===== src/design/lps_pkg.sv =====
// Package for the five-point Laplacian stencil block.
// Holds the sizes, register indexes, reset values and the item struct shared by the modules that import it.
// No dependencies.
package lps_pkg;

   localparam int SAMPLE_BITS     = 24;
   localparam int MAX_COLS        = 1024;
   localparam int ADDR_BITS       = $clog2(MAX_COLS);
   localparam int ROW_BITS        = 16;
   localparam int SUM_BITS        = SAMPLE_BITS + 2;
   localparam int CSR_DATA_BITS   = 16;
   localparam int CSR_IDX_BITS    = 2;
   localparam int COLS_FIELD_BITS = 11;

   localparam logic [CSR_IDX_BITS-1:0] REG_GRID_ROWS = CSR_IDX_BITS'(0);
   localparam logic [CSR_IDX_BITS-1:0] REG_GRID_COLS = CSR_IDX_BITS'(1);

   localparam int RESET_ROWS = 1024;
   localparam int RESET_COLS = 1024;
   localparam logic [ROW_BITS-1:0]  RESET_LAST_ROW = ROW_BITS'(RESET_ROWS - 1);
   localparam logic [ADDR_BITS-1:0] RESET_LAST_COL =
      ADDR_BITS'(((RESET_COLS > MAX_COLS) ? MAX_COLS : RESET_COLS) - 1);

   localparam logic signed [SAMPLE_BITS-1:0] SAMPLE_MAX = {1'b0, {(SAMPLE_BITS-1){1'b1}}};
   localparam logic signed [SAMPLE_BITS-1:0] SAMPLE_MIN = {1'b1, {(SAMPLE_BITS-1){1'b0}}};

   typedef struct packed {
      logic signed [SAMPLE_BITS-1:0] south;
      logic signed [SAMPLE_BITS-1:0] center;
      logic signed [SAMPLE_BITS-1:0] west;
      logic [ROW_BITS-1:0]           row;
      logic [ADDR_BITS-1:0]          col;
      logic                          has_a;
      logic                          interior;
      logic                          has_b;
      logic                          last_b;
   } lps_item_type;

endpackage


===== src/design/lps_front.sv =====
// Front end of the stencil: config registers, raster counters, line store addressing
// and the first pipeline register. Depends on lps_pkg.
module lps_front
   import lps_pkg::*;
(
   input  logic                          clock,
   input  logic                          reset,
   input  logic                          req_valid,
   output logic                          req_ready,
   input  logic signed [SAMPLE_BITS-1:0] req_sample_in,
   input  logic                          csr_valid,
   output logic                          csr_ready,
   input  logic [CSR_IDX_BITS-1:0]       csr_index,
   input  logic [CSR_DATA_BITS-1:0]      csr_wdata,
   output logic                          ram_en,
   output logic [ADDR_BITS-1:0]          ram_addr,
   output logic [ADDR_BITS-1:0]          east_addr,
   output logic [SAMPLE_BITS-1:0]        older_wdata,
   input  logic [SAMPLE_BITS-1:0]        newer_rdata,
   output logic                          item_valid,
   input  logic                          item_ready,
   output lps_item_type                  item
);

   logic [ROW_BITS-1:0]           row_ff;
   logic [ADDR_BITS-1:0]          col_ff;
   logic [ROW_BITS-1:0]           last_row_ff;
   logic [ADDR_BITS-1:0]          last_col_ff;
   logic                          fwd_ff;
   logic signed [SAMPLE_BITS-1:0] xprev_ff;
   logic signed [SAMPLE_BITS-1:0] west_ff;
   logic                          s1_valid_ff;
   lps_item_type                  s1_ff;

   logic                          accept;
   logic                          at_last_col;
   logic signed [SAMPLE_BITS-1:0] center_in;
   lps_item_type                  s1_in;
   logic [CSR_DATA_BITS-1:0]      cols_field;
   logic [CSR_DATA_BITS-1:0]      cols_eff;
   logic [ROW_BITS-1:0]           last_row_in;
   logic [ADDR_BITS-1:0]          last_col_in;

   assign req_ready = !s1_valid_ff || item_ready;
   assign csr_ready = 1'b1;
   assign accept    = req_valid && req_ready;

   always_comb begin
      at_last_col = (col_ff == last_col_ff);
      east_addr   = at_last_col ? '0 : col_ff + 1'b1;
      center_in   = fwd_ff ? xprev_ff : $signed(newer_rdata);

      s1_in.south    = req_sample_in;
      s1_in.center   = center_in;
      s1_in.west     = west_ff;
      s1_in.row      = row_ff;
      s1_in.col      = col_ff;
      s1_in.has_a    = (row_ff != '0);
      s1_in.interior = (row_ff > ROW_BITS'(1)) && (col_ff != '0) && !at_last_col;
      s1_in.has_b    = (row_ff == last_row_ff);
      s1_in.last_b   = at_last_col;

      cols_field  = CSR_DATA_BITS'(csr_wdata[COLS_FIELD_BITS-1:0]);
      if (cols_field == '0) begin
         cols_eff = CSR_DATA_BITS'(1);
      end else if (cols_field > CSR_DATA_BITS'(MAX_COLS)) begin
         cols_eff = CSR_DATA_BITS'(MAX_COLS);
      end else begin
         cols_eff = cols_field;
      end
      last_col_in = ADDR_BITS'(cols_eff - CSR_DATA_BITS'(1));
      last_row_in = (csr_wdata == '0) ? '0 : ROW_BITS'(csr_wdata - CSR_DATA_BITS'(1));
   end

   assign ram_en      = accept;
   assign ram_addr    = col_ff;
   assign older_wdata = center_in;

   always_ff @(posedge clock) begin
      if (reset) begin
         row_ff      <= '0;
         col_ff      <= '0;
         last_row_ff <= RESET_LAST_ROW;
         last_col_ff <= RESET_LAST_COL;
         fwd_ff      <= 1'b0;
         s1_valid_ff <= 1'b0;
      end else begin
         if (csr_valid && csr_ready) begin
            case (csr_index)
               REG_GRID_ROWS: begin
                  last_row_ff <= last_row_in;
                  row_ff      <= '0;
                  col_ff      <= '0;
               end
               REG_GRID_COLS: begin
                  last_col_ff <= last_col_in;
                  row_ff      <= '0;
                  col_ff      <= '0;
               end
               default: begin
               end
            endcase
         end else if (accept) begin
            if (at_last_col) begin
               col_ff <= '0;
               row_ff <= (row_ff == last_row_ff) ? '0 : row_ff + 1'b1;
            end else begin
               col_ff <= col_ff + 1'b1;
            end
         end
         if (accept) begin
            fwd_ff      <= (east_addr == col_ff);
            s1_valid_ff <= 1'b1;
         end else if (item_ready) begin
            s1_valid_ff <= 1'b0;
         end
      end
   end

   always_ff @(posedge clock) begin
      if (accept) begin
         s1_ff    <= s1_in;
         west_ff  <= center_in;
         xprev_ff <= req_sample_in;
      end
   end

   assign item_valid = s1_valid_ff;
   assign item       = s1_ff;

endmodule


===== config.mk =====
export PLATFORM = sky130hd
export DESIGN_NAME = lps_front
export DESIGN_NICKNAME = d
export VERILOG_FILES = /design/src/design/lps_pkg.sv /design/src/design/lps_front.sv
export SDC_FILE = /design/constraint.sdc
export NUM_CORES = 1
export LEC_CHECK = 0
export ABC_AREA = 1
export BUFFER_PORTS_ARGS = -buffer_cell sky130_fd_sc_hd__buf_2
export CAP_MARGIN = 30
export CORE_MARGIN = 1
export CORE_UTILIZATION = 43
export DETAILED_ROUTE_END_ITERATION = 6
export GPL_TIMING_DRIVEN = 0
export PLACE_DENSITY = 0.65
export SYNTH_ARGS = -nofsm -noshare
export SYNTH_HDL_FRONTEND = slang
export SYNTH_SLANG_ARGS = --single-unit

===== constraint.sdc =====
create_clock -name clock -period 7.2 [get_ports clock]
set_clock_uncertainty 0.2 [all_clocks]
set_input_delay 0 -clock clock [delete_from_list [all_inputs] [get_ports clock]]
set_output_delay 0 -clock clock [all_outputs]
set_load 0.02 [all_outputs]

# After elaboration in Yosys (flattened, before gate mapping)
# Index checks and enable logic that the tools add are counted.
# op_classes
addsub,4
order_cmp,2
n_eq_ne,5
n_mux,15
reduce_logical,19
# op_table
cell,count
16-bit two-way mux,6
10-bit two-way mux,6
24-bit two-way mux,1
10-bit equality test,2
16-bit by 1-bit adder with 16-bit output (second input constant),1
16-bit equality test,1
16-bit by 1-bit > comparator with 1-bit output (second input constant),1
16-bit zero test,1
16-bit nonzero test,1
16-bit by 1-bit subtractor with 16-bit output (second input constant),1
11-bit > comparator (second input constant),1
11-bit zero test,1
10-bit by 1-bit adder with 10-bit output (second input constant),1
10-bit nonzero test,1
10-bit by 1-bit subtractor with 10-bit output (second input constant),1
2-bit AND reduction,3
2-bit nonzero test,3
1-bit logical AND,3
3-bit AND reduction,1
2-bit by 1-bit equality test with 1-bit output (second input constant),1
1-bit zero test,2
2-bit zero test,1
1-bit two-way mux,2
2-bit inequality test (second input constant),1
other kinds (2),2
# word_totals
register_bits,156
input_bits,71
out_inout_bits,150
elab_cells,60

# Logic depth before layout (Yosys ltp)
# Gate-level depths: netlist of run 1.
# logic_depth
ltp_word,5
ltp_mapped,14
mapped_depth_nobuf,14

# Worst setup path before layout of run 1
# OpenSTA, ideal clock, no wires.
# synth_path
path_type,register -> register
start,"register s1_valid_ff, in the netlist item_valid"
end,"register s1_ff, in the netlist item[0], enable pin"
setup_time_ns,0.461
arrival_ns,2.846
required_time_ns,6.539
slack_ns,3.693
path_stages_with_launch,4
n_path_buf,0
period_less_slack_ns,3.507
path_cell_list,dfxtp_1 -> nand2_1 -> nand2_1 -> inv_1
# synth_between
elab_chain_len,3
# synth_rtl
element,line,source
from (decl),lps_front.sv:32,logic s1_valid_ff;
from (signal assigned),lps_front.sv:86,s1_valid_ff <= 1'b0;
from (signal assigned),lps_front.sv:113,s1_valid_ff <= 1'b1;
from (signal assigned),lps_front.sv:115,s1_valid_ff <= 1'b0;
1-bit zero test,lps_front.sv:44,assign req_ready = !s1_valid_ff || item_ready;
1-bit logical OR,lps_front.sv:44,
net req_ready,lps_front.sv:9,"output logic req_ready,"
1-bit logical AND,lps_front.sv:46,assign accept = req_valid && req_ready;
net ram_en,lps_front.sv:15,"output logic ram_en,"
to (signal assigned),lps_front.sv:122,s1_ff <= s1_in;
to (decl),lps_front.sv:33,lps_item_type s1_ff;
# The timed path passes the listed nets, and every way through them passes these cells.
# A chain may end at the register's enable or synchronous reset.

# Final worst setup path of run 1
# layout_path
start,input port csr_wdata[2]
end,register last_row_ff[15]
# layout_between
elab_chain_len,2
word_cells_on_any_way,3
classes_between,add/sub (1); mux (1); reduce/logical (1)
# layout_rtl
element,line,source
from (decl),lps_front.sv:14,"input logic [CSR_DATA_BITS-1:0] csr_wdata,"
16-bit by 1-bit subtractor with 16-bit output / 16-bit zero test (equally long branches),lps_front.sv:72,last_row_in = (csr_wdata == '0) ? '0 : ROW_BITS'(csr_wdata - CSR_DATA_BITS'(1));
16-bit two-way mux (*),lps_front.sv:72,
to (signal assigned),lps_front.sv:91,last_row_ff <= last_row_in;
to (decl),lps_front.sv:27,logic [ROW_BITS-1:0] last_row_ff;
# Every way passes the cells marked *; elsewhere a longest branch is shown, timed or not.

==> flow_metrics.py, run 1 <==
metrics = {
    "min_path": {
        "hold_class": "input pin to flop",
        "min_delay_path_depth": 2,
    },
    "placement": {
        "placed_cells": 1215,
        "gp_congestion": 0.849,
        "dp_hpwl_um": 13500,
        "io_buffers": 217,
        "placed_area_sq_um": 9000,
        "dpl_worst_slack_ns": 5.11,
    },
    "cells_and_area": {
        "fin_cells": 1337,
        "area_growth_pct": 38.4,
        "fin_util_pct": 60.8,
        "drive_gt1_share_pct": 35.9,
        "final_cell_mix": "223 x buf_2, 139 x nand2_1, 102 x edfxtp_1",
        "final_area_sq_um": 10500,
        "final_nets": 1177,
        "final_common_cell": "buf_2",
        "diodes": 0,
    },
    "run_status": {
        "status": "completed",
    },
    "routing": {
        "wl_met3_um": 940,
        "wl_per_cell_um": 13.9,
        "drc": 0,
        "wl_met1_um": 7890,
        "initialDrtViolationCount": 250,
        "first_pass_iters": 4,
        "vias": 6165,
        "ant_nets": 0,
        "drt-vias-per-instance": 4.61,
        "dr_wl_met2_um": 9460,
        "drt-total-wl_um": 18600,
        "top_layer_used": "met4",
    },
    "power_and_ir_drop": {
        "peakVddDrop_mv": 0.181,
        "powerDensity_nw_per_um2": 213,
        "leakagePower_nw": 4.58,
        "finalPower_mw": 2.24,
    },
    "timing": {
        "final-hold-violation-count": 0,
        "grt_setup_unrepaired": "no",
        "holdWs_ns": 0.0951,
        "fmax_mhz": 295,
        "finalSetupTns_ns": 0,
        "period_minus_slack_ns": 3.38,
        "period_share_pct": 47.0,
        "setup_slack_ns": 3.82,
        "tightest_slew_ns": 0.654,
        "maxSlewHeadroom_pct": 56.4,
        "drv_slew": 0,
        "setup-violations-final": 0,
    },
    "logic_synthesis": {
        "synth_seq_cells": 156,
        "synth-xor-area-share_pct": 4.25,
        "syn_nets": 850,
        "synth_top_family_by_area": "simple AND/OR/NAND/NOR gates",
        "synth_compound_area_share_pct": 5.37,
        "avgSynthCellArea_sq_um": 9.84,
        "synth_area_sq_um": 7600,
        "seq_area_frac_synth_pct": 54.5,
        "synthCells": 772,
        "yosys.area_share.simple_pct": 19.9,
        "synth_mux_area_share_pct": 3.56,
        "synthAdderAreaFrac_pct": 1.15,
        "ys_types": 44,
        "ys.warnings.count": 0,
    },
    "global_route": {
        "grt_overflow": 0,
        "grt_max_degree": 61,
        "grt_pass1_vias": 5767,
        "grt_pass1_wl_um": 28800,
        "track_usage_pct": 20.7,
        "antenna_found_initial": 0,
    },
    "critical_path": {
        "crit_fanout": 4,
        "cp.required_ns": 7.36,
        "cp-start-kind": "input pin",
        "worst_r2r_path_depth": 4,
        "crit_type": "input pin to flop",
        "crit_arrival_ns": 3.54,
        "worstSetupEndpointType": "flop",
    },
    "floorplan": {
        "dieArea_sq_um": 18200,
        "rows": 48,
        "die_h_um": 135,
        "start_util_pct": 43.9,
        "boundaryPins": 221,
        "core_sq_um": 17300,
        "die_w_um": 135,
    },
    "cts": {
        "path_clk_slew_ns": 0.06,
        "cts_tree": "yes",
        "htreeDepth": 4,
        "cts_buffers": 17,
        "clock_latency_ns": 0.42,
        "postCtsSetupBuffers": 0,
        "cts_root_buf": "clkbuf_16",
        "ctsResizeCount": 0,
        "cts_hold_repair.buffers": 90,
        "cts_buffer_depth": 2,
        "clock_sinks": 156,
    },
    "flow_run": {
        "max_cap_violations": 0,
    },
}
path summary, 6_finish.rpt:
kind | from | to | slack [ns]
min | req_sample_in[22] | item[100]$_DFFE_PP_ | 0.1
max reg2reg | item_valid$_SDFFE_PP0P_ | item[1]$_DFFE_PP_ | 5.15
max | csr_wdata[2] | last_row_ff[15]$_SDFFE_PP0P_ | 3.82
min reg2reg | row_ff[12]$_SDFFE_PP0P_ | item[26]$_DFFE_PP_ | 0.23
critical path, cell delays in order:
cell and delay, ns:
dlygate4sd3_1 0.52, buf_2 0.13, inv_2 0.07, nand2_1 0.07, nor2_1 0.25, inv_1 0.12, nor2_1 0.26, nand2_1 0.11
xnor2_1 0.15, dlygate4sd3_1 0.56, nand2_1 0.05, dlygate4sd3_1 0.56, a21oi_1 0.13, dlygate4sd3_1 0.56
final cells by class:
type                            count  area [sq um]
Buffer                             77           546
Clock buffer                       19           433
Multi-Input combinational cell    459          2600
Fill cell                        1459          6780
Tap cell                          225           282
Inverter                           80           310
Sequential cell                   156          4140
Timing Repair Buffer              308          2010
Clock inverter                     13           186
where the power goes:
| group | internal, mW | switching (mW) |
|---|---|---|
| Clock | 0.582 | 0.354 |
| Sequential | 1.00 | 0.0197 |
| Combinational | 0.121 | 0.162 |
sequential cells by signal, summed over array words and instances, names as in the netlist:
name and flops:
fwd_ff 1, item_valid 1, last_row_ff 16, row_ff 16, last_col_ff 10, ram_addr 10, item 102
synth_stat cells (all sizes together):
cell type    n  area (sq um)
nand2      158           669
edfxtp     102          3060
nor2        85           369
inv         79           304
buf         68           512
dfxtp       54          1080
a21oi       48           274
nand3       43           263
xor2        27           236
mux2        24           270
o21ai       21           105
nand4       13          81.3
clkbuf       9          33.8
xnor2        9          86.3
ha           7          87.6
nand3b       7          52.6
nor3         6          35.0
or2          3          18.8
o211ai       2          15.0
a31oi        1          6.26
and3         1          6.26
clkinv       1          3.75
conb         1          3.75
nor3b        1          7.51
nor4         1          6.26
o21bai       1          7.51
cells by family (layout without fill, tap and decap cells):
kind of cell    Yosys count  after routing
simple gates            318            318
other cells               1              1
flops                   156            156
fa+ha+maj                 7              7
compound gates           73             73
xor+xnor                 36             36
mux                      24             24
buf+inv                 157            497
routing by layer:
| layer | global-route usage, % | up-vias |
|---|---|---|
| li1 | - | 3159 |
| met3 | 4.65 | 18 |
| met5 | 0 | - |
| met2 | 37.8 | 169 |
| met1 | 23.8 | 2819 |
| met4 | 6.68 | 0 |
Power figures use the tool's default switching activity.
==> run 2: changes to the inputs <==
--- a/config.mk
+++ b/config.mk
@@ -5,14 +5,14 @@
 export SDC_FILE = /design/constraint.sdc
 export NUM_CORES = 1
 export LEC_CHECK = 0
-export ABC_AREA = 1
+export ABC_AREA = 0
 export BUFFER_PORTS_ARGS = -buffer_cell sky130_fd_sc_hd__buf_2
 export CAP_MARGIN = 30
 export CORE_MARGIN = 1
 export CORE_UTILIZATION = 43
 export DETAILED_ROUTE_END_ITERATION = 6
 export GPL_TIMING_DRIVEN = 0
-export PLACE_DENSITY = 0.65
+export PLACE_DENSITY = 0.69
 export SYNTH_ARGS = -nofsm -noshare
 export SYNTH_HDL_FRONTEND = slang
 export SYNTH_SLANG_ARGS = --single-unit
==> constraint.sdc (replaced) <==
create_clock -name clock -period 2.9 [get_ports clock]
set_clock_uncertainty 0.2 [all_clocks]
set_input_delay 0 -clock clock [delete_from_list [all_inputs] [get_ports clock]]
set_output_delay 0 -clock clock [all_outputs]
set_load 0.02 [all_outputs]
==> run 2 against run 1 <==
Net effect: sequential share of layout area is 2.7 points higher; first-iteration DRC count down 9.2%; count of clock-buffer cells in the layout down 2; largest cell class unchanged; area after synthesis decreased by 7.0%; non-clock buffer count down 3.
==> flow_metrics.py, run 2 <==
metrics = {
    "logic_synthesis": {
        "syn_nets": 672,
        "synthCells": 594,
        "avgSynthCellArea_sq_um": 11.9,
        "ys.warnings.count": 0,
        "yosysMostFrequentCell": "edfxtp_1",
        "ys_types": 62,
        "synth_seq_cells": 156,
        "seq_area_frac_synth_pct": 58.6,
        "synthTopCellsByCount": "102 x edfxtp_1, 60 x buf_4, 54 x dfxtp_1",
        "ys_top_cells_by_area": "edfxtp_1 43%, dfxtp_1 15%, buf_4 6.4%, xnor2_1 4.3%, mux2_2 4.0%",
        "synth_top_cell_by_area": "edfxtp_1",
        "synth_flop_cell": "edfxtp_1",
        "synthArstFlopShare_pct": 0,
        "synth_edf_count": 102,
        "yosys.area.top_type_share_pct": 43.3,
        "synth_area_sq_um": 7070,
    },
    "cts": {
        "clock_sinks": 156,
        "cts_tree": "yes",
        "cts_buffers": 17,
        "cts_root_buf": "clkbuf_16",
        "htreeDepth": 4,
        "clock_latency_ns": 0.42,
        "postCtsSetupBuffers": 0,
        "path_clk_slew_ns": 0.06,
        "cts_buffer_depth": 2,
    },
    "routing": {
        "vias": 5513,
        "drc": 0,
        "drt-total-wl_um": 17400,
        "drt-vias-per-instance": 4.83,
        "first_pass_iters": 7,
        "wl_per_cell_um": 15.2,
        "ant_nets": 0,
        "initialDrtViolationCount": 227,
    },
    "placement": {
        "gp_congestion": 0.922,
        "dpl_worst_slack_ns": 0.257,
        "placed_area_sq_um": 8490,
        "io_buffers": 218,
        "dp_hpwl_um": 12300,
    },
    "floorplan": {
        "core_sq_um": 15900,
        "die_w_um": 130,
        "start_util_pct": 44.3,
        "rows": 46,
        "die_h_um": 130,
        "boundaryPins": 221,
        "dieArea_sq_um": 17000,
    },
    "timing": {
        "period_share_pct": 94.5,
        "setup_slack_ns": 0.160,
        "holdWs_ns": 0.0872,
        "maxSlewHeadroom_pct": 55.2,
        "tightest_slew_ns": 0.672,
        "drv_slew": 0,
        "setup-violations-final": 0,
        "grt_setup_unrepaired": "no",
        "final-hold-violation-count": 0,
        "period_minus_slack_ns": 2.74,
        "fmax_mhz": 365,
    },
    "critical_path": {
        "crit_path_frequent_cell": "dlygate4sd3_1",
        "worstSetupEndpointType": "flop",
        "crit_fanout": 7,
        "cp-start-kind": "input pin",
        "crit_buf_inv": 3,
        "crit_arrival_ns": 2.82,
        "crit_type": "input pin to flop",
        "crit_family": "buffers and inverters",
        "cp-startpoint": "csr_wdata[2]",
        "cp.required_ns": 2.98,
        "regToRegStartpoint": "ram_addr[1]$_SDFFE_PP0P_",
        "path_cells": "dlygate4sd3_1 > buf_2 > or3_1 > nor4_1 > nand2_1 > xnor2_1 > dlygate4sd3_1 > a22oi_1 > nor2_1",
        "slowest_stage": "dlygate4sd3_1",
        "slowest_delay_ns": 0.57,
    },
    "global_route": {
        "antenna_found_initial": 0,
        "grt_overflow": 0,
        "grt_pass1_vias": 5173,
        "grt_pass1_wl_um": 25700,
        "grt_max_degree": 45,
        "track_usage_pct": 20.1,
    },
    "cells_and_area": {
        "fillers": 1303,
        "final_common_cell": "buf_2",
        "final_nets": 990,
        "final_cell_mix": "220 x buf_2, 102 x edfxtp_1, 79 x dlygate4sd3_1",
        "largest_reg_flops": 102,
        "final_area_sq_um": 9850,
        "drive_gt1_share_pct": 39.4,
        "area_growth_pct": 39.3,
    },
    "flow_run": {
        "max_cap_violations": 0,
    },
    "power_and_ir_drop": {
        "finalPower_mw": 5.25,
        "peakVddDrop_mv": 0.410,
        "powerDensity_nw_per_um2": 533,
        "leakagePower_nw": 4.07,
    },
    "run_status": {
        "status": "completed",
    },
    "min_path": {
        "min-delay-start": "req_sample_in[0]",
        "hold_class": "input pin to flop",
    },
}
[run 2: layout make-up]
class / instances / area (sq um) / area share, %
clock buffer: 17 / 425 / 4.32
clock inverter: 15 / 130 / 1.32
sequential: 156 / 4150 / 42.1
inverter: 14 / 56.3 / 0.572
antenna: 1 / 2.50 / 0.0254
timing repair buffer: 299 / 1920 / 19.5
tap: 216 / 270 / 2.74
multi-input combinational: 341 / 2340 / 23.7
buffer: 83 / 556 / 5.64
[run 2: power by group]
| part | total (mW) | leakage, nW | switching [mW] | internal, mW |
|---|---|---|---|---|
| clock | 2.06 | 0.271 | 0.939 | 1.12 |
| sequential | 2.53 | 1.44 | 0.0474 | 2.48 |
| combinational | 0.661 | 2.36 | 0.363 | 0.297 |
| total | 5.25 | 4.07 | 1.35 | 3.90 |
[run 2: layer usage]
layer	share of wire [%]	wire [um]	vias up	GRT usage, %
met5	0	0	-	0
met4	1.1	186	0	6.50
met3	6.7	1160	16	5.49
met2	50	8730	196	35.7
met1	42	7300	2593	23.5
li1	-	-	2708	-
[run 2: cell families after synthesis]
kind of cell	synth area share, %
flops	58.6
simple gates	11.6
buf+inv	8.60
compound gates	8.50
xor+xnor	7.43
mux	3.98
fa+ha+maj	1.24
other cells	0.0530
[run 2: worst paths after layout]
kind                                                     end  slack, ns  cells past startpoint
worst min-delay path                      item[78]$_DFFE_PP_       0.09                      2
worst min register to register            item[24]$_DFFE_PP_       0.23                      0
worst max-delay path            last_row_ff[15]$_SDFFE_PP0P_       0.16                      9
worst max register to register        row_ff[5]$_SDFFE_PP0P_       0.27                      8
[run 2: per-stage QoR]
| step | cells | utilization (%) | TNS, ns |
|---|---|---|---|
| floorplan | 594 | - | -4.22 |
| global placement | 1028 | 53.0 | -67.18 |
| detailed placement | 1030 | 53.2 | 0 |
| CTS | 1141 | 61.7 | 0 |
| global route | 1141 | 61.8 | 0 |
| finish | 1142 | 61.8 | 0 |
[run 2: what timing repair did]
item	in CTS	in global routing
setup endpoints to repair	0	10
hold buffers	79	0
endpoints found under the hold margin	89	0
resized for setup	0	3
==> run 3: changes to the inputs <==
--- a/config.mk
+++ b/config.mk
@@ -12,7 +12,7 @@
 export CORE_UTILIZATION = 43
 export DETAILED_ROUTE_END_ITERATION = 6
 export GPL_TIMING_DRIVEN = 0
-export PLACE_DENSITY = 0.69
+export PLACE_DENSITY = 0.66
 export SYNTH_ARGS = -nofsm -noshare
 export SYNTH_HDL_FRONTEND = slang
 export SYNTH_SLANG_ARGS = --single-unit
==> constraint.sdc (replaced) <==
create_clock -name clock -period 3.05 [get_ports clock]
set_clock_uncertainty 0.2 [all_clocks]
set_input_delay 0 -clock clock [delete_from_list [all_inputs] [get_ports clock]]
set_output_delay 0 -clock clock [all_outputs]
set_load 0.02 [all_outputs]
==> run 3 against run 2 <==
Net effect: sequential share of layout area fell by 0.57 points; setup slack got worse by 0.079 ns; power grew 1.5%; first-iteration DRC count grew 26%; routed wire length rose by 3.1%; die area unchanged; via count rose by 0.78%; largest cell class unchanged.
==> flow_metrics.py, run 3 (same netlist as run 2, synthesis figures left out) <==
metrics = {
    "cts": {
        "clock_sinks": 156,
        "htreeDepth": 4,
        "path_clk_slew_ns": 0.06,
        "cts_tree": "yes",
        "cts_buffer_depth": 2,
        "clock_latency_ns": 0.42,
        "cts_root_buf": "clkbuf_16",
        "cts_buffers": 17,
    },
    "cells_and_area": {
        "ff_latch_area_sq_um": 4150,
        "largest_reg_flops": 102,
        "final_common_cell": "buf_2",
        "area_growth_pct": 41.1,
        "multi_input_area_sq_um": 2340,
        "final_cell_mix": "220 x buf_2, 102 x edfxtp_1, 82 x dlygate4sd3_1",
        "drive_gt1_share_pct": 39.3,
        "final_nets": 995,
        "final_area_sq_um": 9980,
        "fillers": 1269,
    },
    "critical_path": {
        "crit_fanout": 6,
        "crit_arrival_ns": 3.07,
        "crit_family": "buffers and inverters",
        "crit_path_frequent_cell": "dlygate4sd3_1",
        "path_cells": "dlygate4sd3_1 > buf_2 > or3_1 > nor3_4 > nor3b_2 > xnor2_1 > dlygate4sd3_1 > o21ai_0 > dlygate4sd3_1",
        "crit_type": "input pin to flop",
        "cp-start-kind": "input pin",
        "crit_buf_inv": 4,
        "slowest_delay_ns": 0.57,
        "cp.required_ns": 3.15,
        "slowest_stage": "dlygate4sd3_1",
        "worstSetupEndpointType": "flop",
    },
    "routing": {
        "initialDrtViolationCount": 285,
        "ant_nets": 0,
        "drt-total-wl_um": 17900,
        "drt-vias-per-instance": 4.85,
        "wl_per_cell_um": 15.6,
        "drc": 0,
        "first_pass_iters": 4,
        "vias": 5556,
    },
    "timing": {
        "drv_slew": 0,
        "period_share_pct": 97.4,
        "final-hold-violation-count": 0,
        "period_minus_slack_ns": 2.97,
        "setup-violations-final": 0,
        "holdWs_ns": 0.0432,
        "tightest_slew_ns": 0.663,
        "maxSlewHeadroom_pct": 55.8,
        "fmax_mhz": 337,
    },
    "floorplan": {
        "dieArea_sq_um": 17000,
        "core_sq_um": 15900,
        "die_h_um": 130,
        "rows": 46,
        "boundaryPins": 221,
        "start_util_pct": 44.3,
        "die_w_um": 130,
    },
    "placement": {
        "dp_hpwl_um": 12800,
        "gp_congestion": 0.819,
        "placed_area_sq_um": 8480,
        "io_buffers": 218,
    },
    "run_status": {
        "status": "completed",
    },
    "global_route": {
        "grt_pass1_vias": 5172,
        "antenna_found_initial": 0,
        "grt_overflow": 0,
        "grt_max_degree": 48,
        "track_usage_pct": 20.6,
        "grt_pass1_wl_um": 26400,
    },
    "power_and_ir_drop": {
        "finalPower_mw": 5.33,
        "peakVddDrop_mv": 0.401,
        "powerDensity_nw_per_um2": 534,
        "leakagePower_nw": 4.12,
    },
    "min_path": {
        "hold_class": "input pin to flop",
    },
    "flow_run": {
        "max_cap_violations": 0,
    },
}
==> run 3: tightest hold or removal path: cells and delay by family <==
kind                   cells  cell delay (ns)
AO/OA/AOI/OAI              1             0.26
AND/OR/NAND/NOR            2             0.23
buffers and inverters      1             0.13
==> run 3: where the power goes <==
part	switching (mW)	total, mW	internal [mW]
Clock	0.835	2.29	1.46
Sequential	0.0454	2.41	2.36
Combinational	0.348	0.633	0.285
Total	1.23	5.33	4.10
==> run 3: cell type report <==
class | count | share of cell area, %
flip-flops and latches | 156 | 41.5
multi-input cells | 341 | 23.4
repair buffers | 304 | 19.7
plain buffers | 83 | 5.57
clock buffers | 18 | 4.30
well taps | 216 | 2.71
clock inverters | 13 | 2.13
inverters | 14 | 0.564
diodes | 1 | 0.0251
==> run 3: stage by stage <==
| stage | cells | worst slack (ns) | util, % | setup TNS [ns] |
|---|---|---|---|---|
| after floorplan | 594 | 0.0586 | - | 0 |
| after global placement | 1028 | -0.423 | 52.9 | -42.25 |
| after detailed placement | 1030 | 0.369 | 53.2 | 0 |
| after CTS | 1143 | 0.0259 | 62.4 | 0 |
| after global routing | 1145 | -0.00978 | 62.6 | -0.00978 |
| final | 1146 | 0.0802 | 62.6 | 0 |
==> run 3: per-layer routing <==
metal | vias up | track usage (%) | part of all wire (%)
met5 | - | 0 | 0
met4 | 0 | 8.82 | 2.0
met3 | 27 | 5.08 | 6.6
met2 | 224 | 35.7 | 50
met1 | 2577 | 24.3 | 41
li1 | 2728 | - | -
==> run 3: path summary, 6_finish.rpt <==
| path | from | to | slack, ns | depth (start not counted) |
|---|---|---|---|---|
| max | csr_wdata[3] | last_row_ff[7]$_SDFFE_PP1P_ | 0.08 | 9 |
| min | csr_wdata[2] | last_col_ff[2]$_SDFFE_PP1P_ | 0.04 | 4 |
| max reg2reg | ram_addr[9]$_SDFFE_PP0P_ | row_ff[14]$_SDFFE_PP0P_ | 0.38 | 7 |
| min reg2reg | row_ff[6]$_SDFFE_PP0P_ | item[20]$_DFFE_PP_ | 0.23 | 0 |
==> run 3: repair_timing <==
item	CTS	global route
resized for setup	0	3
setup endpoints to repair	0	2
hold buffers	82	0
endpoints found under the hold margin	88	0
setup buffers	0	2
