## config.mk

```make
export PLATFORM = sky130hd
export DESIGN_NAME = lps_back
export DESIGN_NICKNAME = d
export VERILOG_FILES = /design/src/design/lps_pkg.sv /design/src/design/lps_back.sv
export SDC_FILE = /design/constraint.sdc
export NUM_CORES = 1
export LEC_CHECK = 0
export BUFFER_PORTS_ARGS = -buffer_cell sky130_fd_sc_hd__buf_2
export CORE_ASPECT_RATIO = 1.75
export CORE_MARGIN = 2
export CORE_UTILIZATION = 50
export DETAILED_ROUTE_END_ITERATION = 10
export GPL_TIMING_DRIVEN = 0
export PLACE_DENSITY = 0.73
export SYNTH_ARGS = -nofsm -noshare
export SYNTH_HDL_FRONTEND = slang
export SYNTH_SLANG_ARGS = --single-unit
```

## constraint.sdc

```tcl
create_clock -name clock -period 13.9 [get_ports clock]
set_input_delay 2.085 -clock clock [delete_from_list [all_inputs] [get_ports clock]]
set_output_delay 2.085 -clock clock [all_outputs]
set_load 0.005 [all_outputs]
```

## src/design/lps_pkg.sv

```systemverilog
// Package for the five-point Laplacian stencil block.
// Holds the sizes, register indexes, reset values and the item struct shared by the modules that import it.
// No dependencies.
package lps_pkg;

   localparam int SAMPLE_BITS     = 24;
   localparam int MAX_COLS        = 1024;
   localparam int ADDR_BITS       = $clog2(MAX_COLS);
   localparam int ROW_BITS        = 16;
   localparam int SUM_BITS        = SAMPLE_BITS + 2;
   localparam int CSR_DATA_BITS   = 16;
   localparam int CSR_IDX_BITS    = 2;
   localparam int COLS_FIELD_BITS = 11;

   localparam logic [CSR_IDX_BITS-1:0] REG_GRID_ROWS = CSR_IDX_BITS'(0);
   localparam logic [CSR_IDX_BITS-1:0] REG_GRID_COLS = CSR_IDX_BITS'(1);

   localparam int RESET_ROWS = 1024;
   localparam int RESET_COLS = 1024;
   localparam logic [ROW_BITS-1:0]  RESET_LAST_ROW = ROW_BITS'(RESET_ROWS - 1);
   localparam logic [ADDR_BITS-1:0] RESET_LAST_COL =
      ADDR_BITS'(((RESET_COLS > MAX_COLS) ? MAX_COLS : RESET_COLS) - 1);

   localparam logic signed [SAMPLE_BITS-1:0] SAMPLE_MAX = {1'b0, {(SAMPLE_BITS-1){1'b1}}};
   localparam logic signed [SAMPLE_BITS-1:0] SAMPLE_MIN = {1'b1, {(SAMPLE_BITS-1){1'b0}}};

   typedef struct packed {
      logic signed [SAMPLE_BITS-1:0] south;
      logic signed [SAMPLE_BITS-1:0] center;
      logic signed [SAMPLE_BITS-1:0] west;
      logic [ROW_BITS-1:0]           row;
      logic [ADDR_BITS-1:0]          col;
      logic                          has_a;
      logic                          interior;
      logic                          has_b;
      logic                          last_b;
   } lps_item_type;

endpackage

```

## src/design/lps_back.sv

```systemverilog
// Back end of the stencil: neighbor sum, quarter, subtract with saturation, and the
// two-entry result register that emits up to two results per request. Depends on lps_pkg.
module lps_back
   import lps_pkg::*;
(
   input  logic                          clock,
   input  logic                          reset,
   input  logic                          item_valid,
   output logic                          item_ready,
   input  lps_item_type                  item,
   input  logic [SAMPLE_BITS-1:0]        north,
   input  logic [SAMPLE_BITS-1:0]        east,
   output logic                          rsp_valid,
   input  logic                          rsp_ready,
   output logic signed [SAMPLE_BITS-1:0] rsp_sample_out,
   output logic [ROW_BITS-1:0]           rsp_out_row,
   output logic [ADDR_BITS-1:0]          rsp_out_col,
   output logic                          rsp_saturated,
   output logic                          rsp_frame_last
);

   logic                          s2_valid_ff;
   lps_item_type                  s2_item_ff;
   logic signed [SUM_BITS-1:0]    s2_sum_ff;

   logic                          a_pend_ff;
   logic                          b_pend_ff;
   logic signed [SAMPLE_BITS-1:0] a_value_ff;
   logic                          a_sat_ff;
   logic signed [SAMPLE_BITS-1:0] b_value_ff;
   logic [ROW_BITS-1:0]           a_row_ff;
   logic [ROW_BITS-1:0]           b_row_ff;
   logic [ADDR_BITS-1:0]          col_ff;
   logic                          last_ff;

   logic signed [SUM_BITS-1:0]    sum_in;
   logic signed [SUM_BITS-1:0]    quarter;
   logic signed [SUM_BITS-1:0]    diff_wide;
   logic [SAMPLE_BITS:0]          diff;
   logic                          sat_hi;
   logic                          sat_lo;
   logic signed [SAMPLE_BITS-1:0] a_value_in;
   logic                          a_sat_in;
   logic                          out_take;
   logic                          s2_ready;

   always_comb begin
      sum_in = $signed({{2{north[SAMPLE_BITS-1]}}, north})
             + $signed({{2{east[SAMPLE_BITS-1]}}, east})
             + SUM_BITS'(item.south)
             + SUM_BITS'(item.west);

      quarter   = s2_sum_ff >>> 2;
      diff_wide = SUM_BITS'(s2_item_ff.center) - quarter;
      diff      = diff_wide[SAMPLE_BITS:0];
      sat_hi    = !diff[SAMPLE_BITS] && diff[SAMPLE_BITS-1];
      sat_lo    = diff[SAMPLE_BITS] && !diff[SAMPLE_BITS-1];

      if (!s2_item_ff.interior) begin
         a_value_in = s2_item_ff.center;
         a_sat_in   = 1'b0;
      end else if (sat_hi) begin
         a_value_in = SAMPLE_MAX;
         a_sat_in   = 1'b1;
      end else if (sat_lo) begin
         a_value_in = SAMPLE_MIN;
         a_sat_in   = 1'b1;
      end else begin
         a_value_in = $signed(diff[SAMPLE_BITS-1:0]);
         a_sat_in   = 1'b0;
      end
   end

   assign rsp_valid  = a_pend_ff || b_pend_ff;
   assign out_take   = !rsp_valid || (rsp_ready && (a_pend_ff != b_pend_ff));
   assign s2_ready   = !s2_valid_ff || out_take;
   assign item_ready = s2_ready;

   always_ff @(posedge clock) begin
      if (reset) begin
         s2_valid_ff <= 1'b0;
         a_pend_ff   <= 1'b0;
         b_pend_ff   <= 1'b0;
      end else begin
         if (s2_ready) begin
            s2_valid_ff <= item_valid;
         end
         if (s2_valid_ff && out_take) begin
            a_pend_ff <= s2_item_ff.has_a;
            b_pend_ff <= s2_item_ff.has_b;
         end else if (rsp_valid && rsp_ready) begin
            if (a_pend_ff) begin
               a_pend_ff <= 1'b0;
            end else begin
               b_pend_ff <= 1'b0;
            end
         end
      end
   end

   always_ff @(posedge clock) begin
      if (s2_ready && item_valid) begin
         s2_item_ff <= item;
         s2_sum_ff  <= sum_in;
      end
      if (s2_valid_ff && out_take) begin
         a_value_ff <= a_value_in;
         a_sat_ff   <= a_sat_in;
         b_value_ff <= s2_item_ff.south;
         a_row_ff   <= s2_item_ff.row - 1'b1;
         b_row_ff   <= s2_item_ff.row;
         col_ff     <= s2_item_ff.col;
         last_ff    <= s2_item_ff.last_b;
      end
   end

   assign rsp_sample_out = a_pend_ff ? a_value_ff : b_value_ff;
   assign rsp_out_row    = a_pend_ff ? a_row_ff : b_row_ff;
   assign rsp_out_col    = col_ff;
   assign rsp_saturated  = a_pend_ff && a_sat_ff;
   assign rsp_frame_last = !a_pend_ff && last_ff;

endmodule

```

# == Word level (Yosys, flattened, before mapping) ==
# Cells that the tools add are included.
# word_totals
regBits,199
latch_bits,0
mem_bits_rw,0
mem_bits_ro,0
inputBits,154
out_inout_bits,54
elab_cells,56
n_memories,0
# classes
add_sub_neg,5
multipliers,0
div,0
order_cmp,0
n_eq_ne,2
shifts,0
muxes,12
n_bitwise,0
reduce_logical,18
# ops
operator,count
two-way mux 24 bit,4
adder 25 x 24 -> 26 bit,1
adder 26 x 24 -> 26 bit,1
adder 24 x 24 -> 25 bit,1
subtractor 24 x 24 -> 25 bit,1
two-way mux 16 bit,1
subtractor 16 x 1 -> 16 bit (second input constant),1
logical AND 1 bit,8
two-way mux 1 bit,7
logical NOT 1 bit,5
logical OR 1 bit,3
!= test 2 x 1 -> 1 bit (second input constant),1
AND reduction 2 bit,1
nonzero test 2 bit,1
!= test 1 bit,1

# == Longest topological paths before layout ==
# Gate-level depths: netlist of the first run.
# depth
word_depth,6
mapped_depth,18
mapped_depth_nobuf,17

# == Worst setup path after synthesis of the first run ==
# No wires, ideal clock.
# synth_path
path_type,input-to-reg
start,in rsp_ready
end,reg a_pend_ff
setup_time_ns,0.083
t_arrival_ns,6.992
required_time_ns,13.817
slack_ns,6.825
path_stages,4
path_buffers,0
cell_sequence,a21oi_1 > nor2b_1 > a22oi_1 > nor2_1
# synth_via
elab_chain_len,4
word_cells_on_any_way,6
classes_between,mux: 1; reduce/logical: 5
# synth_lines
element,line_no,source
from (decl),lps_back.sv:14,"input logic rsp_ready,"
logical AND 1 bit,lps_back.sv:75,assign out_take = !rsp_valid || (rsp_ready && (a_pend_ff != b_pend_ff));
logical OR 1 bit,lps_back.sv:75,
logical AND 1 bit,lps_back.sv:88,if (s2_valid_ff && out_take) begin
two-way mux 1 bit or nonzero test 2 bit (tied branches),n/a,
to (signal assigned),lps_back.sv:89,a_pend_ff <= s2_item_ff.has_a;
to (decl),lps_back.sv:26,logic a_pend_ff;
# Several ways; a longest one is shown, not always the timed one.
# A chain may end at the register's enable or synchronous reset.

# == Worst setup path after layout of the first run ==
# layout_path
start,in item[31] (netlist bit)
end,"reg s2_sum_ff[19], data pin"
# layout_via
elab_chain_len,1
# layout_lines
element,line_no,source
from (decl),lps_back.sv:10,"input lps_item_type item,"
adder 26 x 24 -> 26 bit,lps_back.sv:51,+ SUM_BITS'(item.west);
named net sum_in[19],lps_back.sv:36,logic signed [SUM_BITS-1:0] sum_in;
to (signal assigned),lps_back.sv:104,s2_sum_ff <= sum_in;
to (decl),lps_back.sv:24,logic signed [SUM_BITS-1:0] s2_sum_ff;
# The timed path passes the listed nets, and every way through them passes these cells.

==> results of run 1 <==
layout make-up:
class | count | share of cell area
Multi-Input combinational cell | 538 | 0.343
Inverter | 199 | 0.0555
Buffer | 15 | 0.00697
Clock buffer | 17 | 0.0316
Tap cell | 296 | 0.0275
Antenna cell | 3 | 0.000558
Timing Repair Buffer | 211 | 0.0835
Clock inverter | 15 | 0.0142
Sequential cell | 197 | 0.437
final timing paths:
kind / from / cells after the start / end / slack [ns]
worst max-delay path: item[31] / 15 / s2_sum_ff[19] / 8.39
worst min-delay path: s2_item_ff[8] / 0 / rsp_out_col[4] / 0.42
worst max register to register: s2_item_ff[70] / 15 / a_value_ff[21] / 9.59
worst min register to register: s2_item_ff[8] / 0 / rsp_out_col[4] / 0.42
worst register-to-register path, cell delays in order, from the launching register on:
cell      delay (ns)
edfxtp_1        0.42
ha_1            0.41
a21o_1          0.21
a21oi_1         0.28
o21bai_1        0.14
a221o_1         0.37
a31o_2          0.22
a21oi_1         0.26
xnor2_1         0.17
ha_1            0.37
inv_1           0.20
nand2_1         0.16
clkbuf_1        0.48
nor2_1          0.11
mux2i_1         0.15
nand3_1         0.11
routing by layer:
layer / share of wire / vias up / routed length, µm
met5: 0 / - / 0
met4: 0.035 / 0 / 838
met3: 0.034 / 53 / 814
met2: 0.57 / 199 / 13700
met1: 0.36 / 3690 / 8630
li1: - / 3746 / -
cell usage in the layout (no fill, tap or decap), types with 14 or more instances in the layout:
master	Yosys	final
edfxtp_1	194	194
fa_1	50	50
o21ai_0	26	26
nor2_1	47	47
nand2_1	43	43
nor3_1	14	14
clkbuf_16	1	18
xor2_1	25	25
inv_1	198	198
xnor2_1	23	23
a21o_1	23	23
mux2_2	40	40
buf_2	0	207
ha_1	51	51
a21oi_1	52	52
cell families after synthesis:
| family | Yosys count |
|---|---|
| flops | 197 |
| fa+ha+maj | 101 |
| buf+inv | 214 |
| simple gates | 163 |
| compound gates | 181 |
| mux | 45 |
| xor+xnor | 48 |
registers in the layout (all words and copies together) (netlist names):
name         flops
s2_item_ff      78
a_value_ff      24
b_value_ff      24
s2_sum_ff       24
a_row_ff        16
b_row_ff        16
rsp_out_col     10
a_pend_ff        1
a_sat_ff         1
b_pend_ff        1
last_ff          1
s2_valid_ff      1
stage by stage:
| step | util | worst slack, ns | hold slack, ns | cell area (µm²) |
|---|---|---|---|---|
| floorplan | - | 6.82 | 0.400 | 11300 |
| detailed placement | 0.579 | 7.97 | 0.405 | 12800 |
| global route | 0.607 | 8.26 | 0.426 | 13500 |
| CTS | 0.607 | 8.43 | 0.420 | 13500 |
| global placement | 0.575 | 4.75 | 0.400 | 12700 |
| finish | 0.607 | 8.39 | 0.422 | 13500 |
where the power goes:
group	switching, µW	total, µW	internal, µW
Sequential	23.9	793	769
Combinational	509	878	370
Clock	238	512	274
Total	770	2180	1410
==> summary.md, run 1 <==
| Metric | Value |
|---|---|
| Initial antenna violation count | `2` |
| Main combinational cell family by area after synthesis | `adder cells` |
| Routed length per instance | `between 15 and 20 µm` |
| Synth Area in Compound Gates | `0.111` |
| CP cell instances | `buf_2, inv_1, fa_1, inv_1, fa_1, nand2_1, nor2_1, fa_1, a21oi_1, o21ai_0, a2111oi_0, o41ai_1, nand3_1, o22ai_1, a41oi_1` |
| Critical path type | `input port to register` |
| Hold_buf cts | `0` |
| DRC | `0` |
| Synthesized instance count | `roughly 950` |
| Core Area | `22200 µm²` |
| Sequential-to-total area share from yosys stat | `0.519` |
| Period minus WS final | `5.51 ns` |
| Pwr Density | `about 160 nW/µm²` |
| Synth Area in Adders | `0.145` |
| Most frequent cell after synthesis | `inv_1` |
| CP max stage delay | `0.80 ns` |
| Antenna violation net count after detailed routing | `0` |
| Largest fanout on the critical path | `3` |
| Pleak | `0.00603 µW` |
| Final cell count without fillers | `roughly 1500` |
| Relative slew slack | `0.411` |
| CP Capture Type | `register` |
| Req. time, crit path | `approximately 14 ns` |
| Final Hold Viols | `0` |
| Area leader, netlist | `edfxtp_1` |
| Slew Limit Fails | `0` |
| EDFF count, synth | `194` |
| Post-DP HPWL | `approximately 19000 µm` |
| Htree depth | `4` |
| Overflow left after global routing | `0` |
| Clock Sinks | `197` |
| Fin crit share | `0.396` |
| Synth warn | `0` |
| Setup repair bufs after CTS | `0` |
| I/O pins | `roughly 210` |
| Pwr Total | `approximately 2200 µW` |
| CP Launch Type | `input port` |
| Vias in the first global route | `8021` |
| Post-Syn Nets | `between 1000 and 1500` |
| CTS buffer count | `17` |
| Met3 usage | `0.0294` |
| Max Cap Violations | `0` |
| Die ar. | `roughly 24000 µm²` |
| Slowest CP cell | `a2111oi_0` |
| RSZ-0062 raised after global routing | `no` |
| IO Port Bufs | `a little over 200` |
| Final Routed Wirelength | `about 24000 µm` |
| Vias per cell | `5.16` |
| Area of the multi-input gates | `about 4600 µm²` |
| Sequential cell area | `roughly 5900 µm²` |
| Setup Skew | `about 0.010 ns` |
| Met1 Usage GRT | `0.219` |
| Via count | `7688` |
| Grt met2 use | `0.402` |
| Yosys cell types | `70` |
| Final setup viols | `0` |
| HP Class | `register to register` |
| Post-synth top cells | `inv_1 (198), edfxtp_1 (194), a21oi_1 (52), ha_1 (51), fa_1 (50)` |
| WP buf/inv | `3` |
| FMAX | `181 MHz` |
| Mux contribution to synthesized area | `0.0442` |
| Die height | `a little over 200 µm` |
| CTS max path bufs | `2` |
| Post-Synth Simple-Gate Area | `0.0697` |
| Top Usage Layer GRT | `met2` |
| Drt pass-1 iters | `4` |
| P&R area growth vs syn | `18.8%` |
| Initial Util | `0.511` |
| CP top delay family | `compound AO/OA/AOI/OAI gates` |
| Num rows | `slightly above 70` |
| Die extent in x | `~120 µm` |
| CTS tree | `built` |
| Avg Cell Area, Syn | `roughly 12 µm²` |
| Skew-Pair Late Insertion Delay | `0.45 ns` |
| Maximum vdd drop | `a little under 0.08 mV` |
| Top cell type's share of synthesized area | `0.514` |
| Gates resized, CTS repair | `0` |
| Post-Synth XOR/XNOR Area | `0.0371` |
| Filler instances | `1866` |
| Total Routing Usage GR | `0.207` |
| Placed Instances | `1456` |
| First-pass GRT wire length | `between 30000 and 40000 µm` |
| Synth area leaders | `edfxtp_1 (51%), fa_1 (8.8%), inv_1 (6.6%)` |
| Post-Synthesis Cell Area | `about 11000 µm²` |
| Layout cells sized above 1 | `0.256` |
| Nets | `approximately 1400` |
| Worst slew pin tran | `0.861 ns` |
| Worst-path clk slew | `approximately 0.070 ns` |
| Async set-reset flop share out of synthesis | `0` |
| #FFs+latches synth | `197` |
| Most used cell, CP | `fa_1` |
| Critical Path AT | `between 5 and 6 ns` |
| Status | `completed` |
| CTS root buffer | `clkbuf_16` |
| Top FF cell, synth | `edfxtp_1` |
| 1st-iter DRT viols | `about 540` |
| RePlAce Congestion | `~0.87` |
| Setup TNS | `0 ns` |
| Pin count of the biggest net entering global routing | `between 50 and 60` |
No activity file was read; power rests on OpenSTA's default activity.
==> run 2: changes to the inputs <==
--- a/config.mk
+++ b/config.mk
@@ -5,13 +5,14 @@
 export SDC_FILE = /design/constraint.sdc
 export NUM_CORES = 1
 export LEC_CHECK = 0
+export ABC_AREA = 1
 export BUFFER_PORTS_ARGS = -buffer_cell sky130_fd_sc_hd__buf_2
 export CORE_ASPECT_RATIO = 1.75
 export CORE_MARGIN = 2
 export CORE_UTILIZATION = 50
 export DETAILED_ROUTE_END_ITERATION = 10
 export GPL_TIMING_DRIVEN = 0
-export PLACE_DENSITY = 0.73
+export PLACE_DENSITY = 0.75
 export SYNTH_ARGS = -nofsm -noshare
 export SYNTH_HDL_FRONTEND = slang
 export SYNTH_SLANG_ARGS = --single-unit
==> constraint.sdc (replaced) <==
create_clock -name clock -period 4.4 [get_ports clock]
set_input_delay 0.66 -clock clock [delete_from_list [all_inputs] [get_ports clock]]
set_output_delay 0.66 -clock clock [all_outputs]
set_load 0.005 [all_outputs]
==> summary.md, run 2 <==
| Metric | Value |
|---|---|
| Synth warn | `0 (unchanged)` |
| Routed length per instance | `15.3 µm (-5.0%)` |
| Sequential-to-total area share from yosys stat | `0.498 (-0.0213)` |
| I/O pins | `208 (unchanged)` |
| Gates resized, CTS repair | `0 (unchanged)` |
| Clock Sinks | `197 (unchanged)` |
| Post-DP HPWL | `22800 µm (+22%)` |
| Maximum vdd drop | `0.274 mV (+250%)` |
| EDFF count, synth | `194 (unchanged)` |
| Period minus WS final | `between 3 and 4 ns` |
| Die extent in x | `120 µm (+2.0%)` |
| Synthesized instance count | `1281 (+35%)` |
| Final setup viols | `0 (unchanged)` |
| Pleak | `0.00680 µW (+13%)` |
| Async set-reset flop share out of synthesis | `0 (unchanged)` |
| First-pass GRT wire length | `45000 µm (+16%)` |
| CTS tree | `built` |
| HP Class | `input port to register` |
| Avg Cell Area, Syn | `9.22 µm² (-23%)` |
| Most frequent cell after synthesis | `nand2_1` |
| Most common cell after layout, fill and taps aside | `nand2_1` |
| Area leader, netlist | `edfxtp_1` |
| CP Capture Type | `register` |
| Pwr Density | `506 nW/µm² (+210%)` |
| Req. time, crit path | `4.58 ns (-9.60 ns)` |
| CTS buffer count | `17 (unchanged)` |
| Hold Path Stages | `1 (+1)` |
| Fin crit share | `0.885` |
| Status | `completed` |
| Setup Skew | `0.00740 ns (-0.00309 ns)` |
| CTS root buffer | `clkbuf_16` |
| Via count | `8948 (+16%)` |
| CTS max path bufs | `2 (unchanged)` |
| Layout cells sized above 1 | `0.184 (-0.0715)` |
| Pin count of the biggest net entering global routing | `58 (+7.4%)` |
| Relative slew slack | `0.517 (+0.105)` |
| RePlAce Congestion | `0.878 (+0.62%)` |
| Largest fanout on the critical path | `10 (+7)` |
| Final Routed Wirelength | `27900 µm (+17%)` |
| Synth area leaders | `edfxtp_1 (49%), nand2_1 (11%), inv_1 (8.9%)` |
| RSZ-0062 raised after global routing | `no` |
| FMAX | `around 260 MHz` |
| Top FF cell, synth | `edfxtp_1` |
| Final hold slack | `0.378 ns (-0.0444 ns)` |
| Yosys cell types | `36 (-49%)` |
| Slew Limit Fails | `0 (unchanged)` |
| Initial Util | `0.508 (-0.00289)` |
| Vias in the first global route | `9397 (+17%)` |
| #FFs+latches synth | `197 (unchanged)` |
| Antenna violation net count after detailed routing | `0 (unchanged)` |
| Critical path type | `register to register` |
| CP Launch Type | `register` |
| Nets | `1766 (+23%)` |
| Vias per cell | `4.89 (-5.1%)` |
| Skew-Pair Late Insertion Delay | `0.45 ns (about the same)` |
| 1st-iter DRT viols | `531 (-2.0%)` |
| CP endpoint | `a_value_ff[18]` |
| Post-synth top cells | `nand2_1 (344), inv_1 (279), edfxtp_1 (194), nor2_1 (89), a21oi_1 (69)` |
| Post-Synthesis Cell Area | `11800 µm² (+4.3%)` |
| Largest register by flop count | `s2_item_ff` |
| Reg2reg path depth | `19 (+4)` |
| Total Routing Usage GR | `0.237 (+0.0299)` |
| Max Cap Violations | `0 (unchanged)` |
| DRC | `0 (unchanged)` |
| Commonest cells after routing, fill and taps aside | `nand2_1 (344), inv_1 (278), buf_2 (208), edfxtp_1 (194), nor2_1 (88)` |
| Worst slew pin tran | `0.725 ns (-0.136 ns)` |
| Design Area, Final | `13900 µm² (+3.4%)` |
| Top cell type's share of synthesized area | `0.493 (-0.0211)` |
| Die ar. | `24900 µm² (+4.2%)` |
| Setup repair bufs after CTS | `0 (unchanged)` |
| Worst-path clk slew | `0.08 ns (about the same)` |
| P&R area growth vs syn | `17.8%` |
| Worst r2r src | `s2_item_ff[54]` |
| Hold_buf cts | `0 (unchanged)` |
| Critical Path AT | `4.07 ns (-1.72 ns)` |
| Post-Syn Nets | `1536 (+28%)` |
| Crit path from | `s2_item_ff[54]` |
| Core Area | `23200 µm² (+4.9%)` |
| Setup slack, reg-to-reg | `0.51 ns (-9.08 ns)` |
| Num rows | `74 (+2.8%)` |
| Largest register FFs | `78 (unchanged)` |
| IO Port Bufs | `207 (unchanged)` |
| Initial antenna violation count | `1 (-1)` |
| Die height | `207 µm (+2.1%)` |
| RR Endpoint | `a_value_ff[18]` |
| Placed cell area | `13300 µm² (+3.9%)` |
| Overflow left after global routing | `0 (unchanged)` |
| Drt pass-1 iters | `5 (+1)` |
| Final Hold Viols | `0 (unchanged)` |
| Htree depth | `4 (unchanged)` |
[run 2: changes by cell type in the layout (fill, tap and decap cells not counted), moves of 14 or more]
cell / before / now
nand3_1: 12 / 55
nand2_2: 0 / 14
nand2_1: 43 / 344
inv_1: 198 / 278
mux2_2: 40 / 0
nor2_1: 47 / 88
a21oi_1: 52 / 69
a21o_1: 23 / 2
xnor2_1: 23 / 9
[run 2: cell families (layout without fill, tap and decap cells)]
logic type / Yosys count / in the layout / share of synthesized area
and+or+nand+nor: 550 / 550 / 0.196
buffers and inverters: 296 / 539 / 0.0941
DFF: 197 / 197 / 0.498
adders and majority gates: 101 / 101 / 0.139
AOI/OAI and AO/OA: 100 / 100 / 0.0454
xor gates and xnor gates: 37 / 37 / 0.0274
other: 0 / 1 / 0
[run 2: power by group]
group / total [µW] / switching [µW] / internal, µW
sequential: 2490 / 75.3 / 2420
clock: 1520 / 762 / 758
combinational: 3030 / 1980 / 1050
total: 7040 / 2820 / 4230
[run 2: layout make-up]
class                      count  area [µm²]
clock inverter                15         156
buffer                        15        57.6
tap                          304         380
timing repair buffer         211        1120
sequential                   197        5890
clock buffer                  17         425
antenna                        1        2.50
inverter                     281        1060
fill                        2054        9330
multi-input combinational    788        4820
[run 2: critical path: stages (launching register included)]
cell	delay [ns]
edfxtp_1	0.38
inv_1	0.07
ha_1	0.14
inv_1	0.09
fa_1	0.46
nand2_1	0.10
nand2_1	0.07
and2_2	0.21
nand2_1	0.08
nand2_2	0.10
nand2_1	0.10
nand3_1	0.08
nand2_1	0.08
nand2_1	0.07
inv_1	0.06
ha_1	0.34
clkinv_1	0.44
clkbuf_1	0.40
nand3_1	0.24
a21oi_1	0.10
[run 2: through the flow]
stage | setup slack (ns) | instances | util | setup TNS [ns] | power (µW)
after floorplan | 0.307 | 1281 | - | 0 | 4640
after global placement | -1.33 | 1792 | 0.569 | -194.70 | 5500
after detailed placement | 0.463 | 1796 | 0.574 | 0 | 5550
after CTS | 0.554 | 1828 | 0.599 | 0 | 7090
after global routing | 0.215 | 1829 | 0.599 | 0 | 7560
final | 0.508 | 1829 | 0.599 | 0 | 7040
[run 2: routing by layer]
layer  up-vias  track usage  wire length, µm  share of wire
met3        77       0.0363              797          0.029
met4         0        0.136             1490          0.053
met1      4155        0.226             9450           0.34
met5         -            0                0              0
li1       4500            -                -              -
met2       216        0.464            16200           0.58
[run 2: worst min-delay path by stage]
| stage | startpoint | end |
|---|---|---|
| final | item[68] | s2_item_ff[68] |
| after global routing | item[9] | s2_item_ff[9] |
| after detailed placement | s2_item_ff[93] | b_value_ff[15] |
| after CTS | item[57] | s2_item_ff[57] |
| after global placement | s2_item_ff[92] | b_value_ff[14] |
| after floorplan | s2_item_ff[78] | b_value_ff[0] |
==> run 3: changes to the inputs <==
--- a/config.mk
+++ b/config.mk
@@ -10,6 +10,7 @@
 export CORE_ASPECT_RATIO = 1.75
 export CORE_MARGIN = 2
 export CORE_UTILIZATION = 50
+export CTS_BUF_LIST = sky130_fd_sc_hd__clkbuf_2 sky130_fd_sc_hd__clkbuf_4 sky130_fd_sc_hd__clkbuf_8
 export DETAILED_ROUTE_END_ITERATION = 10
 export GPL_TIMING_DRIVEN = 0
 export PLACE_DENSITY = 0.75
==> summary.md, run 3 (synthesis results as in run 2) <==
| Metric | Value |
|---|---|
| Worst slew pin tran | `0.745 ns (+0.0198 ns)` |
| CP max stage delay | `0.46 ns (about the same)` |
| CP top delay family | `simple AND/OR/NAND/NOR gates` |
| Req. time, crit path | `4.63 ns (+0.05 ns)` |
| Vias per cell | `4.90 (+0.16%)` |
| CP cell instances | `inv_1, ha_1, inv_1, fa_1, nand2_1, nand2_1, and2_2, nand2_1, nand2_2, nand2_1, nand3_1, nand2_1, nand2_1, inv_1, ha_1, clkinv_1, clkbuf_1, nand3_1, a21oi_1` |
| CP Launch Type | `register` |
| Reg2reg path depth | `19 (unchanged)` |
| HP Class | `input port to register` |
| CTS max path bufs | `2 (unchanged)` |
| Setup Skew | `0.0165 ns (+0.00908 ns)` |
| Initial antenna violation count | `1 (unchanged)` |
| Fin worst setup slack | `0.480 ns (-0.0279 ns)` |
| CP Capture Type | `register` |
| Setup repair bufs after CTS | `0 (unchanged)` |
| Die height | `207 µm (unchanged)` |
| CTS buffer count | `17 (unchanged)` |
| Crit path depth | `19 (unchanged)` |
| Fin util | `0.590 (-0.00824)` |
| P&R area growth vs syn | `16.1%` |
| Critical path type | `register to register` |
| Hold Path Stages | `1 (unchanged)` |
| I/O pins | `208 (unchanged)` |
| Design Area, Final | `13700 µm² (-1.4%)` |
| Pre-CTS setup slack | `0.463 ns (unchanged)` |
| CTS root buffer | `clkbuf_8` |
| First-pass GRT wire length | `44600 µm (-0.83%)` |
| Hold_buf cts | `0 (unchanged)` |
| Initial Util | `0.508 (unchanged)` |
| Overflow left after global routing | `0 (unchanged)` |
| Nets | `1766 (unchanged)` |
| Pwr Density | `485 nW/µm² (-4.2%)` |
| IO Port Bufs | `207 (unchanged)` |
| RSZ-0062 raised after global routing | `no` |
| Num rows | `74 (unchanged)` |
| Post-DP HPWL | `22800 µm (unchanged)` |
| RePlAce Congestion | `0.878 (unchanged)` |
| Slowest CP cell | `fa_1` |
| Pwr Total | `6650 µW (-5.6%)` |
| Core Area | `23200 µm² (unchanged)` |
| Layout cells sized above 1 | `0.184 (unchanged)` |
| Total Routing Usage GR | `0.235 (-0.00216)` |
| Final setup viols | `0 (unchanged)` |
| Relative slew slack | `0.503 (-0.0132)` |
| Largest register by flop count | `s2_item_ff` |
| Most common cell after layout, fill and taps aside | `nand2_1` |
| Die extent in x | `120 µm (unchanged)` |
| Slew Limit Fails | `0 (unchanged)` |
| Die ar. | `24900 µm² (unchanged)` |
| Final Routed Wirelength | `27700 µm (-0.73%)` |
| Drt pass-1 iters | `6 (+1)` |
| Final Hold Viols | `0 (unchanged)` |
| Critical Path AT | `4.15 ns (+0.08 ns)` |
| Placed cell area | `13300 µm² (unchanged)` |
| Gates resized, CTS repair | `0 (unchanged)` |
| Clock Sinks | `197 (unchanged)` |
| Status | `completed` |
| WP buf/inv | `5 (unchanged)` |
| Most used cell, CP | `nand2_1` |
| Routed length per instance | `15.2 µm (-0.73%)` |
| Maximum vdd drop | `0.289 mV (+5.2%)` |
| Worst-path clk slew | `0.11 ns (+0.03 ns)` |
| Pin count of the biggest net entering global routing | `58 (unchanged)` |
| Largest fanout on the critical path | `10 (unchanged)` |
| DRC | `0 (unchanged)` |
| Final hold slack | `0.331 ns (-0.0473 ns)` |
| Skew-Pair Late Insertion Delay | `0.50 ns (+0.05 ns)` |
| Largest register FFs | `78 (unchanged)` |
| Vias in the first global route | `9377 (-0.21%)` |
| Commonest cells after routing, fill and taps aside | `nand2_1 (344), inv_1 (278), buf_2 (208), edfxtp_1 (194), nor2_1 (88)` |
| Period minus WS final | `3.92 ns (+0.0279 ns)` |
| Max Cap Violations | `0 (unchanged)` |
| Pleak | `0.00672 µW (-1.3%)` |
| 1st-iter DRT viols | `501 (-5.6%)` |
| Via count | `8962 (+0.16%)` |
| FMAX | `255 MHz (-0.71%)` |
| Htree depth | `4 (unchanged)` |
| Filler instances | `2084 (+1.5%)` |
| Antenna violation net count after detailed routing | `0 (unchanged)` |
| CTS tree | `built` |
| Fin crit share | `0.891 (+0.00634)` |
[run 3: where the power goes]
part	leakage (µW)	internal, µW	switching (µW)	total [µW]
Sequential	0.00188	2420	74.7	2490
Clock	0.000186	425	713	1140
Combinational	0.00465	1050	1970	3020
Total	0.00672	3890	2760	6650
[run 3: final timing paths]
kind / endpoint / from / slack (ns)
min reg2reg: b_value_ff[4] / s2_item_ff[82] / 0.42
max: a_value_ff[17] / s2_item_ff[54] / 0.48
max reg2reg: a_value_ff[17] / s2_item_ff[54] / 0.48
min: s2_item_ff[68] / item[68] / 0.33
[run 3: layout make-up]
cell class	count	area [µm²]	share of cell area
Clock buffer	17	234	0.0171
Antenna cell	1	2.50	0.000182
Inverter	281	1060	0.0770
Clock inverter	15	156	0.0114
Tap cell	304	380	0.0277
Buffer	15	57.6	0.00419
Sequential cell	197	5890	0.429
Timing Repair Buffer	211	1120	0.0819
Multi-Input combinational cell	788	4820	0.352
[run 3: routing by layer]
layer  up-vias  track usage  share of wire
met5         -            0              0
met4         0        0.145          0.056
met3        78       0.0338          0.027
met2       207        0.457           0.58
met1      4174        0.224           0.34
li1       4503            -              -
[run 3: per-stage QoR]
| step | setup TNS (ns) | std cells |
|---|---|---|
| after detailed placement | 0 | 1796 |
| final | 0 | 1829 |
| after floorplan | 0 | 1281 |
| after global placement | -194.70 | 1792 |
| after global routing | 0 | 1829 |
| after CTS | 0 | 1828 |
